`config.mk`:
```
export PLATFORM = sky130hd
export DESIGN_NAME = lmt_norm
export DESIGN_NICKNAME = d
export VERILOG_FILES = /design/src/rtl/core/lonlat_to_mercator_tile_top_defines.svh /design/src/rtl/core/lmt_pkg.sv /design/src/rtl/core/lmt_norm.sv
export SDC_FILE = /design/constraint.sdc
export NUM_CORES = 1
export LEC_CHECK = 0
export BUFFER_PORTS_ARGS = -buffer_cell sky130_fd_sc_hd__buf_2
export CAP_MARGIN = 20
export CORE_ASPECT_RATIO = 1.2
export CORE_MARGIN = 3
export CORE_UTILIZATION = 25
export CTS_BUF_LIST = sky130_fd_sc_hd__clkbuf_4 sky130_fd_sc_hd__clkbuf_8 sky130_fd_sc_hd__clkbuf_16
export CTS_CLUSTER_DIAMETER = 30
export DETAILED_ROUTE_END_ITERATION = 12
export GPL_TIMING_DRIVEN = 0
export SLEW_MARGIN = 20
export SYNTH_ARGS = -nofsm -noshare
export SYNTH_HDL_FRONTEND = slang
export SYNTH_SLANG_ARGS = --single-unit
```
`constraint.sdc`:
```
create_clock -name clk -period 17.3 [get_ports clk]
set_input_delay 3.46 -clock clk [delete_from_list [all_inputs] [get_ports clk]]
set_output_delay 3.46 -clock clk [all_outputs]
set_load 0.05 [all_outputs]
```
`src/rtl/core/lonlat_to_mercator_tile_top_defines.svh`:
```
// Assertion macros shared by the tile index RTL.
// Used by lonlat_to_mercator_tile_top; expects clk and rst_n in scope.
`ifndef LONLAT_TO_MERCATOR_TILE_TOP_DEFINES_SVH
`define LONLAT_TO_MERCATOR_TILE_TOP_DEFINES_SVH

// Clocked assertion, switched off while reset is held
`define LMT_ASSERT(label, prop, msg) \
  label: assert property (@(posedge clk) disable iff (!rst_n) prop) else $error(msg);

// Same-cycle implication built on the macro above
`define LMT_ASSERT_IMP(label, cond, cons, msg) \
  `LMT_ASSERT(label, (cond) |-> (cons), msg)

`endif

```
`src/rtl/core/lmt_pkg.sv`:
```
// Package for the Web Mercator tile index block: types, constants, CORDIC tables.
// No dependencies; used by lonlat_to_mercator_tile_top, lmt_circ_cell, lmt_hyp_cell and lmt_norm.
`default_nettype none

package lmt_pkg;

  localparam int MAX_ZOOM   = 24;
  localparam int ANGLE_BITS = 32;
  localparam int ABIN_BITS  = ANGLE_BITS - 1;

  localparam logic [63:0] ONE_Q60    = 64'h1000_0000_0000_0000;
  localparam logic [63:0] HALF_Q60   = 64'h0800_0000_0000_0000;
  localparam logic [63:0] PI_Q60     = 64'h3243F6A8885A308D;
  localparam logic [63:0] LN2_Q60    = 64'h0B17217F7D1CF79A;
  localparam logic [63:0] INV2PI_Q64 = 64'h28BE60DB9391054A;
  localparam logic [63:0] TINY_Q60   = 64'h0004_0000_0000_0000;

  localparam int CIRC_STEPS = 62;
  localparam int HYP_STEPS  = 64;

  // Pipeline stage numbers
  localparam int STG_MUL0 = 1;
  localparam int STG_CIRC = 3;
  localparam int STG_NORM = STG_CIRC + CIRC_STEPS;
  localparam int STG_HYP  = STG_NORM + 2;
  localparam int STG_PSI  = STG_HYP + HYP_STEPS;
  localparam int STG_MULT = STG_PSI + 1;
  localparam int STAGES   = STG_MULT + 4;

  typedef enum logic [1:0] {
    SIDE_NONE,
    SIDE_SOUTH,
    SIDE_NORTH
  } side_t;

  typedef struct packed {
    logic [23:0] col;
    logic [4:0]  zoom;
    side_t       side;
  } sb_t;

  typedef struct packed {
    logic signed [63:0] x;
    logic signed [63:0] y;
    logic signed [63:0] z;
  } vec_t;

  typedef struct packed {
    logic signed [63:0] x;
    logic signed [63:0] y;
    logic signed [63:0] z;
    logic signed [63:0] e;
  } hvec_t;

  typedef logic [63:0] tab_t [64];
  typedef logic [5:0]  seq_t [64];

  // Restoring long division, elaboration use only
  function automatic logic [63:0] udiv(input logic [63:0] n, input logic [63:0] d);
    logic [64:0] r;
    logic [63:0] q;
    r = '0;
    q = '0;
    for (int b = 63; b >= 0; b--) begin
      r = {r[63:0], n[b]};
      if (r >= {1'b0, d}) begin
        r = r - {1'b0, d};
        q[b] = 1'b1;
      end
    end
    return q;
  endfunction

  // Truncated series for atan (alt) or atanh of 2^-i, Q60
  function automatic logic [63:0] arc_series(input int i, input logic alt);
    logic [63:0] sum;
    logic [63:0] t;
    int n;
    sum = '0;
    for (int k = 0; k < 31; k++) begin
      n = i * (2 * k + 1);
      if (n <= 60) begin
        t = udiv(ONE_Q60 >> n, 64'(2 * k + 1));
        if (alt && ((k & 1) == 1)) sum = sum - t;
        else sum = sum + t;
      end
    end
    return sum;
  endfunction

  function automatic tab_t build_atan();
    tab_t tb;
    tb[0] = PI_Q60 >> 2;
    for (int i = 1; i < 64; i++) tb[i] = arc_series(i, 1'b1);
    return tb;
  endfunction

  function automatic tab_t build_atanh();
    tab_t tb;
    tb[0] = '0;
    for (int i = 1; i < 64; i++) tb[i] = arc_series(i, 1'b0);
    return tb;
  endfunction

  // Hyperbolic shift order: 1..61, with 4, 13 and 40 repeated
  function automatic seq_t build_seq();
    seq_t sq;
    int j;
    j = 0;
    for (int i = 1; i <= 61; i++) begin
      sq[j] = 6'(i);
      j++;
      if (i == 4 || i == 13 || i == 40) begin
        sq[j] = 6'(i);
        j++;
      end
    end
    return sq;
  endfunction

  localparam tab_t ATAN_TAB  = build_atan();
  localparam tab_t ATANH_TAB = build_atanh();
  localparam seq_t HYP_SEQ   = build_seq();

endpackage

`default_nettype wire

```
`src/rtl/core/lmt_norm.sv`:
```
// Log front end: leading-one search, then mantissa shift and e*ln2, two stages.
// Depends on lmt_pkg (hvec_t, ONE_Q60, LN2_Q60).
`default_nettype none

module lmt_norm (
  input  wire logic               clk,
  input  wire logic               en,
  input  wire logic signed [63:0] v,
  output lmt_pkg::hvec_t          q
);

  logic [5:0]         p_r, p_nxt;
  logic [63:0]        v_r;
  lmt_pkg::hvec_t     q_r, q_nxt;
  logic [63:0]        m;
  logic signed [6:0]  ex;

  // leading one among bits 62..0 (zero gives 0)
  always_comb begin
    p_nxt = '0;
    for (int b = 1; b <= 62; b++) begin
      if (v[b]) p_nxt = 6'(b);
    end
  end

  // mantissa in [1,2) and exponent term
  always_comb begin
    if (p_r >= 6'd60) m = v_r >> (p_r - 6'd60);
    else m = v_r << (6'd60 - p_r);
    ex = $signed({1'b0, p_r}) - 7'sd60;
    q_nxt.x = $signed(m + lmt_pkg::ONE_Q60);
    q_nxt.y = $signed(m - lmt_pkg::ONE_Q60);
    q_nxt.z = '0;
    q_nxt.e = 64'(ex * $signed({1'b0, lmt_pkg::LN2_Q60}));
  end

  always_ff @(posedge clk) begin
    if (en) begin
      p_r <= p_nxt;
      v_r <= v;
      q_r <= q_nxt;
    end
  end

  assign q = q_r;

endmodule

`default_nettype wire
```
[Yosys cells after proc, flatten, opt, wreduce, memory -nomap -nowiden]
Index checks and enable logic that the tools add are counted.
Operators by class
  add/subtract/negate cells: 5
  multiply operators: 1
  $lt $le $gt $ge: 1
  shift-type cells: 2
  mux-type cells: 62
  reduce and logical (&&, ||, !) cells: 4
Operators with widths (count)
  $mux W6: 30
  $mux W5: 16
  $add A64 B61 Y64 const B: 1
  $mux W64: 1
  $shl A64 B6 Y64: 1
  $shr A64 B6 Y64: 1
  $sub A64 B61 Y64 const B: 1
  $mul A7 B60 Y63 const B: 1
  $mux W4: 8
  $reduce_or A31 Y1: 1
  $reduce_or A15 Y1: 1
  $mux W3: 4
  $reduce_or A7 Y1: 1
  $sub A6 B6 Y7 const B: 1
  $ge A6 B6 Y1 const B: 1
  $sub A6 B6 Y6 const A: 1
  $sub A6 B6 Y6 const B: 1
  $mux W2: 2
  $reduce_or A3 Y1: 1
  $mux W1: 1
Storage, ports and cells
  bits in registers: 261
  bits of input ports: 66
  word-level logic and storage cells: 84

[Longest topological paths before layout]
  word-level depth: 61
  mapped depth: 23

[Worst setup path before layout]
No wires, ideal clock.
  path kind: reg2reg
  from: reg p_r[2]
  to: reg q_r, in the netlist q[63], data pin
  setup time: 0.259 ns
  arrival: 5.933 ns
  data required time: 17.041 ns
  slack: 11.108 ns
  cell stages (with the launch flop): 20
  period minus slack after synthesis: 6.192 ns
  path through: edfxtp_1 -> ha_1 -> xnor2_1 -> clkbuf_1 -> clkbuf_1 -> fa_1 -> fa_1 -> fa_1 -> inv_1 -> fa_1 -> ha_1 -> nand2_1 -> a211oi_2 -> a21oi_1 -> o21a_1 -> or4_4 -> a211o_1 -> a21oi_2 -> o21ai_1 -> xnor2_1
RTL lines
  start, declared: RTL line lmt_norm.sv:12  | logic [5:0] p_r, p_nxt;
  start signal, assigned: RTL line lmt_norm.sv:39  | p_r <= p_nxt;
  end signal, assigned: RTL line lmt_norm.sv:41  | q_r <= q_nxt;
  end, declared: RTL line lmt_norm.sv:14  | lmt_pkg::hvec_t q_r, q_nxt;

==> metrics <==
Leak 11.0 nW; synthesis-to-finish area growth 17.0%; top cell type's share of synthesized area 0.275; Ports 322; routability-driven placement congestion ratio about 0.98; f_max ~0.11 GHz; CTS Hold Bufs 0; initial antenna violation count 6; Pwr Density 165 nW/µm²; post-DR wirelength/cell around 23 µm; largest area contributor in the netlist edfxtp_1; final std cells w/o fill 3,746; gr ovfl total 0; Rel. slew slack 0.261; drt first-iter violations 2,142; Setup Total Neg Slack 0 ps; hold_ws 733 ps; Hold Crit Class flip-flop to flip-flop; # DRC 0; Via density 5.13; I/O Buffers 256; register area share after synthesis 0.275; Hold Vio Cnt, Final 0; die height roughly 330 µm; Synth Instances 2,247; vias in the first global route about 19,000; Final Max Slew Viols 0; Max FO, Critical Path 16; ys flop type edfxtp_1; Final setup viols 0; share of the clock period used by the worst path 0.506; Mapped Area roughly 22,000 µm²; global-route wire length before repair 126,000 µm; Req. time, crit path 17,510 ps; fraction of registers with async set/reset 0; clock skew 25.3 ps; max_cap viols 0; Syn Area/Cell 9.72 µm²; CTS max path bufs 2; Post-CTS Repair Setup Buffers 0; Post-synth EDFFs 200; # rows 118; peak supply drop 109 µV; flop-to-flop setup slack ~8500 ps; Worst setup SP type flip-flop; die area between 90,000 and 100,000 µm²; Synth top cells by count nor2_1 (293), edfxtp_1 (200), nand2_1 (162); FF+latch count, synth 200; Clock Latency Late Sink 520 ps; status completed; CTS tree done; synth unique cells 80; H-tree Lvls 4; largest net degree at the start of global routing 98; clk sinks 200; drt total wl 86,800 µm; layout net count between 2,000 and 3,000; die width 276 µm; crit path capture type flip-flop; via count 19,221; clock buffer count from CTS 17; Post-DP HPWL between 70,000 and 80,000 µm; WP data arrival 8960 ps; drt first pass iters 6; crit path kind flip-flop to flip-flop; fraction of layout cells with a size suffix above 1 0.233; Starting Density 0.253; Area contributors post-synth edfxtp_1 (28%), ha_1 (9.1%), mux4_2 (8.7%); fin crit period 8750 ps; Worst-path clk slew 90 ps; post-route ant nets 0; Tightest Pin Transition 1100 ps; placed inst area 24,900 µm²; RSZ-0062 raised after global routing false; core box area 86,400 µm²; pre-CTS setup slack 8660 ps; most frequent cell after synthesis nor2_1; Global Route Usage Sum 0.187; post-CTS sizing 0; final instance area 25,500 µm²; clk root buf clkbuf_16; Setup WS post-layout 8550 ps; DP Cell Count 3,711; YS warnings 0
-- registers in the layout, summed over array words and instances, names as in the netlist --
| signal | cells |
|---|---|
| p_r | 6 |
| q | 130 |
| v_r | 64 |
-- cell families (layout without fill, tap and decap cells) --
logic type	Yosys count	after routing	synth area share
other	1	68	0.000172
AOI/OAI and AO/OA	475	475	0.141
xor gates and xnor gates	70	70	0.0300
adders and majority gates	238	238	0.164
buffers and inverters	372	664	0.0940
DFF	200	200	0.275
muxes	264	264	0.171
and+or+nand+nor	627	627	0.124
-- critical path: stages (launching register included) --
cell	delay [ps]
edfxtp_1	610
buf_2	340
inv_2	270
ha_1	590
clkbuf_1	390
clkbuf_1	360
buf_1	550
xor2_1	480
inv_1	310
ha_1	360
inv_1	50
fa_1	500
inv_1	40
ha_1	310
ha_1	310
a211oi_1	310
o21ai_1	210
a2111oi_2	500
nor3_1	250
o2111ai_1	360
nand2_1	180
a211oi_1	340
nor2_1	140
o311ai_1	670
-- power breakdown --
group / total, mW / internal, mW / leakage, nW / switching (mW)
Clock: 0.437 / 0.204 / 0.309 / 0.234
Sequential: 0.827 / 0.757 / 1.99 / 0.0707
Combinational: 2.95 / 1.01 / 8.72 / 1.94
Total: 4.21 / 1.97 / 11.0 / 2.25
-- final timing paths --
path,cells past startpoint,from,end
hold / removal,1,p_r[0],q[1]
hold reg to reg,1,p_r[0],q[1]
setup reg to reg,23,p_r[2],q[62]
setup / recovery,23,p_r[2],q[62]
-- final cells by class --
class                      instances  area [µm²]
tap                             1140        1430
clock buffer                      17         425
inverter                         136         510
antenna                            3        7.51
fill                            9172       60800
clock inverter                    15         215
multi-input combinational       1739       14000
sequential                       200        6010
timing repair buffer             260        1380
buffer                           236        1540
-- per-stage QoR --
| step | power, mW | util |
|---|---|---|
| floorplan | 2.95 | - |
| global placement | 3.76 | 0.287 |
| detailed placement | 3.76 | 0.288 |
| CTS | 4.22 | 0.296 |
| global route | 4.51 | 0.296 |
| finish | 4.21 | 0.296 |
-- routing by layer --
layer,routed length [µm],GRT usage,up-vias,share of wire
met2,40500,0.307,934,0.47
met4,4090,0.0833,6,0.047
met5,34,0,-,0.00039
met1,36500,0.244,9361,0.42
li1,-,-,8731,-
met3,5710,0.0260,189,0.066
-- layout by cell type, fill, tap and decap left out, types with 11 or more instances in the layout --
master / n
nor2_1: 293
buf_2: 273
edfxtp_1: 200
nand2_1: 162
ha_1: 159
mux2i_1: 153
buf_4: 137
inv_1: 132
a21oi_1: 130
o21ai_0: 109
mux4_2: 84
fa_1: 79
conb_1: 65
xnor2_1: 48
clkbuf_1: 46
nor3_1: 45
nand3_1: 35
o211ai_1: 34
a211oi_1: 30
mux2_2: 26
nand2b_1: 24
a22oi_1: 21
buf_1: 18
xor2_1: 17
clkbuf_16: 17
a21o_1: 16
a221o_1: 15
o21bai_1: 14
nor4_1: 12
buf_6: 11
o21a_1: 11
o31ai_1: 11
Power figures use the tool's default switching activity.
