**src/rtl/core/lonlat_to_mercator_tile_top_defines.svh**
```systemverilog
// Assertion macros shared by the tile index RTL.
// Used by lonlat_to_mercator_tile_top; expects clk and rst_n in scope.
`ifndef LONLAT_TO_MERCATOR_TILE_TOP_DEFINES_SVH
`define LONLAT_TO_MERCATOR_TILE_TOP_DEFINES_SVH

// Clocked assertion, switched off while reset is held
`define LMT_ASSERT(label, prop, msg) \
  label: assert property (@(posedge clk) disable iff (!rst_n) prop) else $error(msg);

// Same-cycle implication built on the macro above
`define LMT_ASSERT_IMP(label, cond, cons, msg) \
  `LMT_ASSERT(label, (cond) |-> (cons), msg)

`endif

```
**src/rtl/core/lmt_pkg.sv**
```systemverilog
// Package for the Web Mercator tile index block: types, constants, CORDIC tables.
// No dependencies; used by lonlat_to_mercator_tile_top, lmt_circ_cell, lmt_hyp_cell and lmt_norm.
`default_nettype none

package lmt_pkg;

  localparam int MAX_ZOOM   = 24;
  localparam int ANGLE_BITS = 32;
  localparam int ABIN_BITS  = ANGLE_BITS - 1;

  localparam logic [63:0] ONE_Q60    = 64'h1000_0000_0000_0000;
  localparam logic [63:0] HALF_Q60   = 64'h0800_0000_0000_0000;
  localparam logic [63:0] PI_Q60     = 64'h3243F6A8885A308D;
  localparam logic [63:0] LN2_Q60    = 64'h0B17217F7D1CF79A;
  localparam logic [63:0] INV2PI_Q64 = 64'h28BE60DB9391054A;
  localparam logic [63:0] TINY_Q60   = 64'h0004_0000_0000_0000;

  localparam int CIRC_STEPS = 62;
  localparam int HYP_STEPS  = 64;

  // Pipeline stage numbers
  localparam int STG_MUL0 = 1;
  localparam int STG_CIRC = 3;
  localparam int STG_NORM = STG_CIRC + CIRC_STEPS;
  localparam int STG_HYP  = STG_NORM + 2;
  localparam int STG_PSI  = STG_HYP + HYP_STEPS;
  localparam int STG_MULT = STG_PSI + 1;
  localparam int STAGES   = STG_MULT + 4;

  typedef enum logic [1:0] {
    SIDE_NONE,
    SIDE_SOUTH,
    SIDE_NORTH
  } side_t;

  typedef struct packed {
    logic [23:0] col;
    logic [4:0]  zoom;
    side_t       side;
  } sb_t;

  typedef struct packed {
    logic signed [63:0] x;
    logic signed [63:0] y;
    logic signed [63:0] z;
  } vec_t;

  typedef struct packed {
    logic signed [63:0] x;
    logic signed [63:0] y;
    logic signed [63:0] z;
    logic signed [63:0] e;
  } hvec_t;

  typedef logic [63:0] tab_t [64];
  typedef logic [5:0]  seq_t [64];

  // Restoring long division, elaboration use only
  function automatic logic [63:0] udiv(input logic [63:0] n, input logic [63:0] d);
    logic [64:0] r;
    logic [63:0] q;
    r = '0;
    q = '0;
    for (int b = 63; b >= 0; b--) begin
      r = {r[63:0], n[b]};
      if (r >= {1'b0, d}) begin
        r = r - {1'b0, d};
        q[b] = 1'b1;
      end
    end
    return q;
  endfunction

  // Truncated series for atan (alt) or atanh of 2^-i, Q60
  function automatic logic [63:0] arc_series(input int i, input logic alt);
    logic [63:0] sum;
    logic [63:0] t;
    int n;
    sum = '0;
    for (int k = 0; k < 31; k++) begin
      n = i * (2 * k + 1);
      if (n <= 60) begin
        t = udiv(ONE_Q60 >> n, 64'(2 * k + 1));
        if (alt && ((k & 1) == 1)) sum = sum - t;
        else sum = sum + t;
      end
    end
    return sum;
  endfunction

  function automatic tab_t build_atan();
    tab_t tb;
    tb[0] = PI_Q60 >> 2;
    for (int i = 1; i < 64; i++) tb[i] = arc_series(i, 1'b1);
    return tb;
  endfunction

  function automatic tab_t build_atanh();
    tab_t tb;
    tb[0] = '0;
    for (int i = 1; i < 64; i++) tb[i] = arc_series(i, 1'b0);
    return tb;
  endfunction

  // Hyperbolic shift order: 1..61, with 4, 13 and 40 repeated
  function automatic seq_t build_seq();
    seq_t sq;
    int j;
    j = 0;
    for (int i = 1; i <= 61; i++) begin
      sq[j] = 6'(i);
      j++;
      if (i == 4 || i == 13 || i == 40) begin
        sq[j] = 6'(i);
        j++;
      end
    end
    return sq;
  endfunction

  localparam tab_t ATAN_TAB  = build_atan();
  localparam tab_t ATANH_TAB = build_atanh();
  localparam seq_t HYP_SEQ   = build_seq();

endpackage

`default_nettype wire

```
**src/rtl/core/lmt_hyp_cell.sv**
```systemverilog
// One hyperbolic CORDIC vectoring step, registered; exponent term rides along.
// Depends on lmt_pkg (hvec_t, ATANH_TAB).
`default_nettype none

module lmt_hyp_cell (
  input  wire logic          clk,
  input  wire logic          en,
  input  wire logic [5:0]    sh,
  input  wire lmt_pkg::hvec_t d,
  output lmt_pkg::hvec_t     q
);

  lmt_pkg::hvec_t q_r, q_nxt;
  logic signed [63:0] xs, ys, t;

  // drive y toward zero, accumulate atanh
  always_comb begin
    xs = d.x >>> sh;
    ys = d.y >>> sh;
    t  = $signed(lmt_pkg::ATANH_TAB[sh]);
    q_nxt.e = d.e;
    if (!d.y[63]) begin
      q_nxt.x = d.x - ys;
      q_nxt.y = d.y - xs;
      q_nxt.z = d.z + t;
    end else begin
      q_nxt.x = d.x + ys;
      q_nxt.y = d.y + xs;
      q_nxt.z = d.z - t;
    end
  end

  always_ff @(posedge clk) begin
    if (en) q_r <= q_nxt;
  end

  assign q = q_r;

endmodule

`default_nettype wire

```
**config.mk**
```make
export PLATFORM = sky130hd
export DESIGN_NAME = lmt_hyp_cell
export DESIGN_NICKNAME = d
export VERILOG_FILES = /design/src/rtl/core/lonlat_to_mercator_tile_top_defines.svh /design/src/rtl/core/lmt_pkg.sv /design/src/rtl/core/lmt_hyp_cell.sv
export SDC_FILE = /design/constraint.sdc
export NUM_CORES = 1
export LEC_CHECK = 0
export ABC_AREA = 1
export BUFFER_PORTS_ARGS = -buffer_cell sky130_fd_sc_hd__buf_4
export CAP_MARGIN = 20
export CORE_MARGIN = 2
export CORE_UTILIZATION = 30
export CTS_BUF_LIST = sky130_fd_sc_hd__clkbuf_16
export DETAILED_ROUTE_END_ITERATION = 10
export GPL_TIMING_DRIVEN = 0
export PLACE_DENSITY = 0.48
export SYNTH_ARGS = -nofsm -noshare
export SYNTH_HDL_FRONTEND = slang
export SYNTH_SLANG_ARGS = --single-unit
```
**constraint.sdc**
```tcl
create_clock -name clk -period 6.2 [get_ports clk]
set_input_delay 0.31 -clock clk [delete_from_list [all_inputs] [get_ports clk]]
set_output_delay 0.31 -clock clk [all_outputs]
set_load 0.03 [all_outputs]
```
; ---- Word-level counts from Yosys, hierarchy flattened
; Memory sizes are Yosys's and may differ from the RTL's.
; Index checks and enable logic that the tools add are counted.
[totals]
out_inout_bits = 256
memories = 1
rom_bits = 4096
ff_bits = 256
word_cells = 18
[memory_table]
columns = name, words, word_bits, rd, rd_clocked_by_memory_dff, wr, line_no
row1 = (name not given), 64, 64, 1, 0, 0, lmt_hyp_cell.sv:20  ; t = $signed(lmt_pkg::ATANH_TAB[sh]);
[op_classes]
addsub = 6
mux = 3
shifts = 2
order_cmp = 1
n_bitwise = 1
[op_table]
columns = operator, count
row1 = 64-bit adder, 3
row2 = 192-bit 2-to-1 mux, 1
row3 = 64-bit subtractor, 3
row4 = 64-bit 2-to-1 mux, 2
row5 = 64-bit by 6-bit >>> shifter with 64-bit output, 2
row6 = "7-bit >= comparator, second input constant", 1
row7 = 6-bit NOT with 7-bit output, 1

; ---- Longest topological paths before layout
; Gate-level depths: netlist (run 1).
[depth]
ltp_word = 6
mapped_depth = 40
mapped_depth_nobuf = 38

; ---- Least setup slack after synthesis (run 1)
; No wires, ideal clock.
[synth_path]
path_kind = input-to-reg
start = input sh[0]
end = register q_r, in the netlist q[126] (data pin)
path_slack_ns = 1.623
arrival_time_ns = 4.319
required_time_ns = 5.942
n_path_buf = 3
setup_ns = 0.258
path_stages = 32
cell_sequence = inv_2 buf_2 buf_2 ha_1 inv_1 nand2_1 nand2_1 nand2_1 nand3_1 a22oi_1 inv_1 ha_1 nand3_1 nor3_2 nand2_2 nor2_2 nand3_1 o21ai_1 buf_4 xnor2_1 ha_1 nand2_1 nor2_1 inv_1 nor4_1 nand2_1 o211ai_1 nand2_1 o211ai_1 nand2_1 nand2_1 xor2_1
[synth_rtl]
columns = item, line_no
row1 = from (decl), lmt_hyp_cell.sv:8  ; input wire logic [5:0] sh,
row2 = to (signal assigned), lmt_hyp_cell.sv:34  ; if (en) q_r <= q_nxt;
row3 = to (decl), lmt_hyp_cell.sv:13  ; lmt_pkg::hvec_t q_r, q_nxt;

==> results.json, run 1 <==
{
  "cts_tree": "built",
  "core_mm2": 0.122,
  "grt_pass1_vias": 43618,
  "ys_ff_latch": 256,
  "clkPwrFrac_pct": 15.7,
  "share_seq_of_total_power_pct": 23.6,
  "status": "finished, violations left",
  "gp_congestion": 1.09,
  "internal-power_mw": 5.36,
  "critPathMaxFanout": 10,
  "num_vias": 46802,
  "switching_share_pct": 50.3,
  "wl_per_cell_um": 29.4,
  "combinationalPowerShare_pct": 60.7,
  "cts_buffers": 31,
  "end_kind": "register",
  "fin_nets": 7178,
  "period_minus_slack_ns": 6.28,
  "post-dp-hpwl_um": 207000,
  "clock_tree.root_cell": "clkbuf_16",
  "initial_core_util_pct": 30.1,
  "clk_pin_slew_worst_paths_ns": 0.06,
  "grt_pass1_wl_um": 332000,
  "synth_area_mm2": 0.0366,
  "setup_viol": 3,
  "required_ns": 6.58,
  "antenna_found_initial": 4,
  "max-slew-margin-rel_pct": 14.8,
  "tightest_slew_ns": 1.28,
  "worstPathArrival_ns": 6.66,
  "min_period_over_period_pct": 101,
  "max_freq_ghz": 0.159,
  "fin_tns_setup_ns": -0.147,
  "p_leak_nw": 21.7,
  "cts.sinks": 256,
  "design_power_total_mw": 10.8,
  "io_pins": 520,
  "worst_hold_slack_ns": 0.0424,
  "powerDensity_mw_per_mm2": 240,
  "endpoint": "q[249]",
  "synth_ff_type": "edfxtp_1",
  "crit_start": "d[191]",
  "failed_checks": "negative setup slack",
  "core.rowCount": 128,
  "grt_max_degree": 106,
  "grt_use_total_pct": 37.3,
  "synth.distinct_cells": 61,
  "largest_reg_flops": 256,
  "die_w_um": 353,
  "irDropWorstVdd_uv": 229,
  "dr.pass1.iters": 7,
  "dieArea_mm2": 0.125,
  "htreeDepth": 1,
  "fp.dieH_um": 353,
  "drv_cap": 0,
  "critPathKind": "in -> reg",
  "cp-start-kind": "input port",
  "synth_edf_count": 256,
  "buffer_ports.inserted": 516,
  "drtAntennaViolNets": 0,
  "hp-class": "in -> reg",
  "placedInstanceArea_mm2": 0.0430,
  "p_sw_mw": 5.41,
  "drc_errors": 0,
  "routed_wl_um": 245000,
  "async_reset_ff_share_pct": 0,
  "synth_warnings": 0,
  "clock_path_buffers": 3,
  "drive_gt1_share_pct": 12.7,
  "setup_slack_ns": -0.0783,
  "design_area_mm2": 0.0449,
  "area_growth_pct": 22.6,
  "avgViaCountPerCell": 5.62,
  "overflow": 0,
  "synth.net_count": 6535,
  "first_iter_violations": 5679,
  "synthCells": 6038,
  "hold_violations": 0,
  "synth_seq_area_share_pct": 21.0,
  "rsz0062_at_grt": "yes",
  "finalMaxSlewViolations": 0,
  "postSynthAreaPerCell_um2": 6.07
}
-- layout make-up --
type / instances / area (um2)
clock buffer: 31 / 776
inverter: 686 / 2580
multi-input combinational: 4892 / 25600
fill: 13669 / 76600
sequential: 256 / 7690
tap: 1625 / 2030
timing repair buffer: 610 / 5000
clock inverter: 25 / 159
antenna: 4 / 10.0
buffer: 204 / 1120
-- power by group through the flow --
stage / registers (mW) / logic [mW] / clock network (mW)
5_1_grt: 2.58 / 6.91 / 1.81
3_5_place_dp: 2.58 / 6.29 / 0
3_3_place_gp: 2.58 / 6.29 / 0
6_report: 2.55 / 6.54 / 1.69
2_1_floorplan: 3.35 / 3.01 / 0
4_1_cts: 2.55 / 6.35 / 1.75
-- worst min path at each step --
stage                     start     to  slack (ns)  depth (start not counted)
final                     d[65]  q[65]        0.04                          2
after floorplan            d[0]   q[0]        0.41                          0
after global routing      d[65]  q[65]        0.03                          2
after detailed placement  d[36]  q[36]        0.49                          1
after CTS                 d[65]  q[65]       0.001                          2
after global placement    d[32]  q[32]        0.49                          1
-- timing repair --
| item | in CTS | in global routing |
|---|---|---|
| endpoints found under the hold margin | 65 | 0 |
| setup endpoints to repair | 33 | 79 |
| hold buffers | 65 | 0 |
| resized for setup | 21 | 84 |
| pin swaps | 1 | 3 |
| buffers inserted | 1 | 2 |
-- worst max-delay path: stages --
cell	delay (ns)
buf_4	0.16
clkbuf_1	0.83
nand2_1	0.60
nand2_1	0.21
nand2_1	0.12
nand2_1	0.14
nand2_1	0.11
nand2_1	0.28
nand2_1	0.08
nand2_1	0.13
nor2_2	0.07
nand2_1	0.09
inv_1	0.06
nand2_1	0.16
inv_1	0.10
nand2_1	0.07
nand2_1	0.11
o21ai_1	0.28
inv_1	0.10
ha_1	0.33
nand2_1	0.10
nor2_1	0.25
inv_1	0.14
nor4_1	0.77
nand3_1	0.30
nand3_1	0.38
a31oi_1	0.17
xnor2_1	0.17
-- Yosys cell counts (all sizes together), types with 2 or more instances --
master | instances | area share, %
o221a | 2 | 0.061
o31ai | 8 | 0.18
o21a | 30 | 0.61
o221ai | 10 | 0.24
o21ai | 245 | 3.4
xor2 | 204 | 4.9
nand2 | 1754 | 18
a211oi | 2 | 0.041
nand3b | 12 | 0.25
fa | 3 | 0.16
o211ai | 27 | 0.55
a22oi | 3 | 0.075
edfxtp | 256 | 21
nor3 | 34 | 0.49
nand4 | 38 | 0.65
a31oi | 100 | 1.7
nor4 | 30 | 0.51
a41oi | 4 | 0.14
a21o | 23 | 0.47
inv | 686 | 7.0
o2111ai | 4 | 0.096
o21bai | 12 | 0.25
nand3 | 996 | 14
a21oi | 351 | 4.9
a21boi | 13 | 0.27
ha | 230 | 7.9
buf | 156 | 2.4
clkbuf | 48 | 0.49
xnor2 | 97 | 2.3
or2 | 2 | 0.034
nor2 | 645 | 6.9
o22ai | 4 | 0.068
-- per-layer routing --
metal	up-vias	GRT usage [%]	wire, um
li1	21387	-	-
met1	22211	48.2	100000
met2	2613	57.7	105000
met3	591	8.19	23300
met4	0	20.9	16600
met5	-	0	0
-- cell families after synthesis --
kind of cell / synth area share [%]
buf+inv: 9.96
compound gates: 13.2
fa+ha+maj: 8.02
flops: 21.0
xor+xnor: 7.19
simple gates: 40.7
-- per-stage QoR --
| stage | utilization, % | worst slack (ns) | instances |
|---|---|---|---|
| after floorplan | - | 1.62 | 6038 |
| after global placement | 35.0 | -1.65 | 8179 |
| after detailed placement | 35.4 | -1.57 | 8204 |
| after CTS | 36.7 | 0.0310 | 8326 |
| after global routing | 36.9 | -0.167 | 8329 |
| final | 37.0 | -0.0783 | 8333 |
-- cells in the final DEF (no fill, tap or decap), drive strengths merged, types with 13 or more instances in the layout --
cell type	synthesis	layout
a31oi	100	100
nand4	38	38
clkinv	0	13
ha	230	230
nand2	1754	1754
o21ai	245	245
clkbuf	48	91
inv	686	694
o211ai	27	27
nor3	34	34
xor2	204	204
nand3	996	996
edfxtp	256	256
xnor2	97	97
a21o	23	23
nor4	30	30
nor2	645	645
buf	156	689
a21boi	13	13
dlygate4sd3	0	65
a21oi	351	351
o21a	30	30
Note: power is estimated with default switching activity, not from simulation.
==> run 2: changes to the inputs <==
Settings changed: CELL_PAD_IN_SITES_DETAIL_PLACEMENT from default to 1, CELL_PAD_IN_SITES_GLOBAL_PLACEMENT from default to 2, CORE_UTILIZATION 30 to 32, PLACE_DENSITY 0.48 to 0.85.
==> results.json, run 2 (synthesis gave the netlist of run 1 again) <==
{
  "setup_slack_ns": -0.0276,
  "area_growth_pct": 22.5,
  "finalMaxSlewViolations": 0,
  "period_minus_slack_ns": 6.23,
  "rsz0062_at_grt": "yes",
  "end_kind": "register",
  "dr.pass1.iters": 6,
  "drtAntennaViolNets": 0,
  "io_pins": 520,
  "wl_per_cell_um": 31.6,
  "grt_max_degree": 118,
  "place_inst": 8090,
  "fp.dieH_um": 342,
  "antenna_found_initial": 12,
  "final_util_pct": 39.4,
  "p_leak_nw": 21.7,
  "fin_nets": 7179,
  "failed_checks": "negative setup slack",
  "final_cell_mix": "nand2_1 (1732), nand3_1 (988), inv_1 (663)",
  "core.rowCount": 124,
  "placedInstanceArea_mm2": 0.0428,
  "cp_slowest_cell": "o21ai_0",
  "setup_viol": 2,
  "buffer_ports.inserted": 516,
  "largest_reg_flops": 256,
  "max_freq_ghz": 0.161,
  "initial_core_util_pct": 32.2,
  "die_w_um": 342,
  "min_period_over_period_pct": 100,
  "crit_family": "simple AND/OR/NAND/NOR gates",
  "drv_cap": 0,
  "gp_congestion": 1.08,
  "design_area_mm2": 0.0449,
  "post-dp-hpwl_um": 217000,
  "avgViaCountPerCell": 5.84,
  "drive_gt1_share_pct": 12.9,
  "status": "finished, violations left",
  "finalNonFillerCells": 8225,
  "first_iter_violations": 4923,
  "irDropWorstVdd_uv": 234,
  "design_power_total_mw": 11.2,
  "clock_path_buffers": 3,
  "hp-class": "in -> reg",
  "core_mm2": 0.114,
  "critPathKind": "in -> reg",
  "grt_pass1_wl_um": 356000,
  "grt_pass1_vias": 48061,
  "powerDensity_mw_per_mm2": 250,
  "final_common_cell": "nand2_1",
  "cts.sinks": 256,
  "clock_tree.root_cell": "clkbuf_16",
  "max_stage_delay_ns": 0.51,
  "grt_use_total_pct": 42.8,
  "tightest_slew_ns": 1.31,
  "overflow": 0,
  "dieArea_mm2": 0.117,
  "num_vias": 48054,
  "crit_top_cell": "nand3_1",
  "required_ns": 6.61,
  "worstPathBufferInverterCount": 4,
  "cp-start-kind": "input port",
  "cts_buffers": 31,
  "drc_errors": 0,
  "clk_pin_slew_worst_paths_ns": 0.07,
  "cts_tree": "built",
  "htreeDepth": 1,
  "critPathMaxFanout": 10,
  "max-slew-margin-rel_pct": 12.8,
  "routed_wl_um": 260000,
  "hold_violations": 0,
  "worstPathArrival_ns": 6.64
}
[run 2: changes by cell type in the layout (fill, tap and decap cells not counted), moves of 4 or more]
| cell | delta |
|---|---|
| clkbuf_2 | -5 |
| nor4_2 | +4 |
| clkinv_4 | +4 |
| clkinv_1 | -5 |
| buf_4 | +5 |
| clkbuf_1 | +4 |
[run 2: stage by stage]
stage	TNS [ns]	hold slack [ns]	worst slack, ns
after floorplan	0	0.409	1.62
after global placement	-99.12	0.488	-1.86
after detailed placement	-67.95	0.489	-1.52
after CTS	0	0.00563	0.00664
after global routing	-0.0677	0.0227	-0.0264
final	-0.0288	0.0161	-0.0276
[run 2: report_power, final]
part	internal, mW	total, mW	switching (mW)	leakage [nW]
Sequential	2.44	2.58	0.133	2.51
Combinational	1.97	6.68	4.70	18.7
Clock	1.09	1.98	0.892	0.520
Total	5.50	11.2	5.73	21.7
[run 2: final cells by class]
class                   count  area [um2]
plain buffers             204        1120
well taps                1512        1890
flip-flops and latches    256        7690
multi-input cells        4892       25600
diodes                      6        15.0
fillers                 15193       69000
clock inverters            27         272
inverters                 686        2580
repair buffers            611        4990
clock buffers              31         776
[run 2: layer usage]
layer  track usage (%)  wire length [um]  vias up
li1                  -                 -    21404
met1              52.6            103000    23340
met2              67.2            114000     2626
met3              8.83             22300      682
met4              28.8             20800        2
met5                 0                14        -
[run 2: what timing repair did]
| action | 4_1_cts | 5_1_grt |
|---|---|---|
| pin swaps | 2 | 1 |
| endpoints found under the hold margin | 66 | 0 |
| resized for setup | 29 | 65 |
| endpoints found under the setup margin | 44 | 61 |
| hold buffers | 66 | 0 |
| buffers inserted | 2 | 3 |
[run 2: path summary, 6_finish.rpt]
path | slack, ns | cells past startpoint | from | to
worst max-delay path | -0.03 | 28 | sh[1] | q[182]
worst min-delay path | 0.02 | 2 | d[129] | q[129]
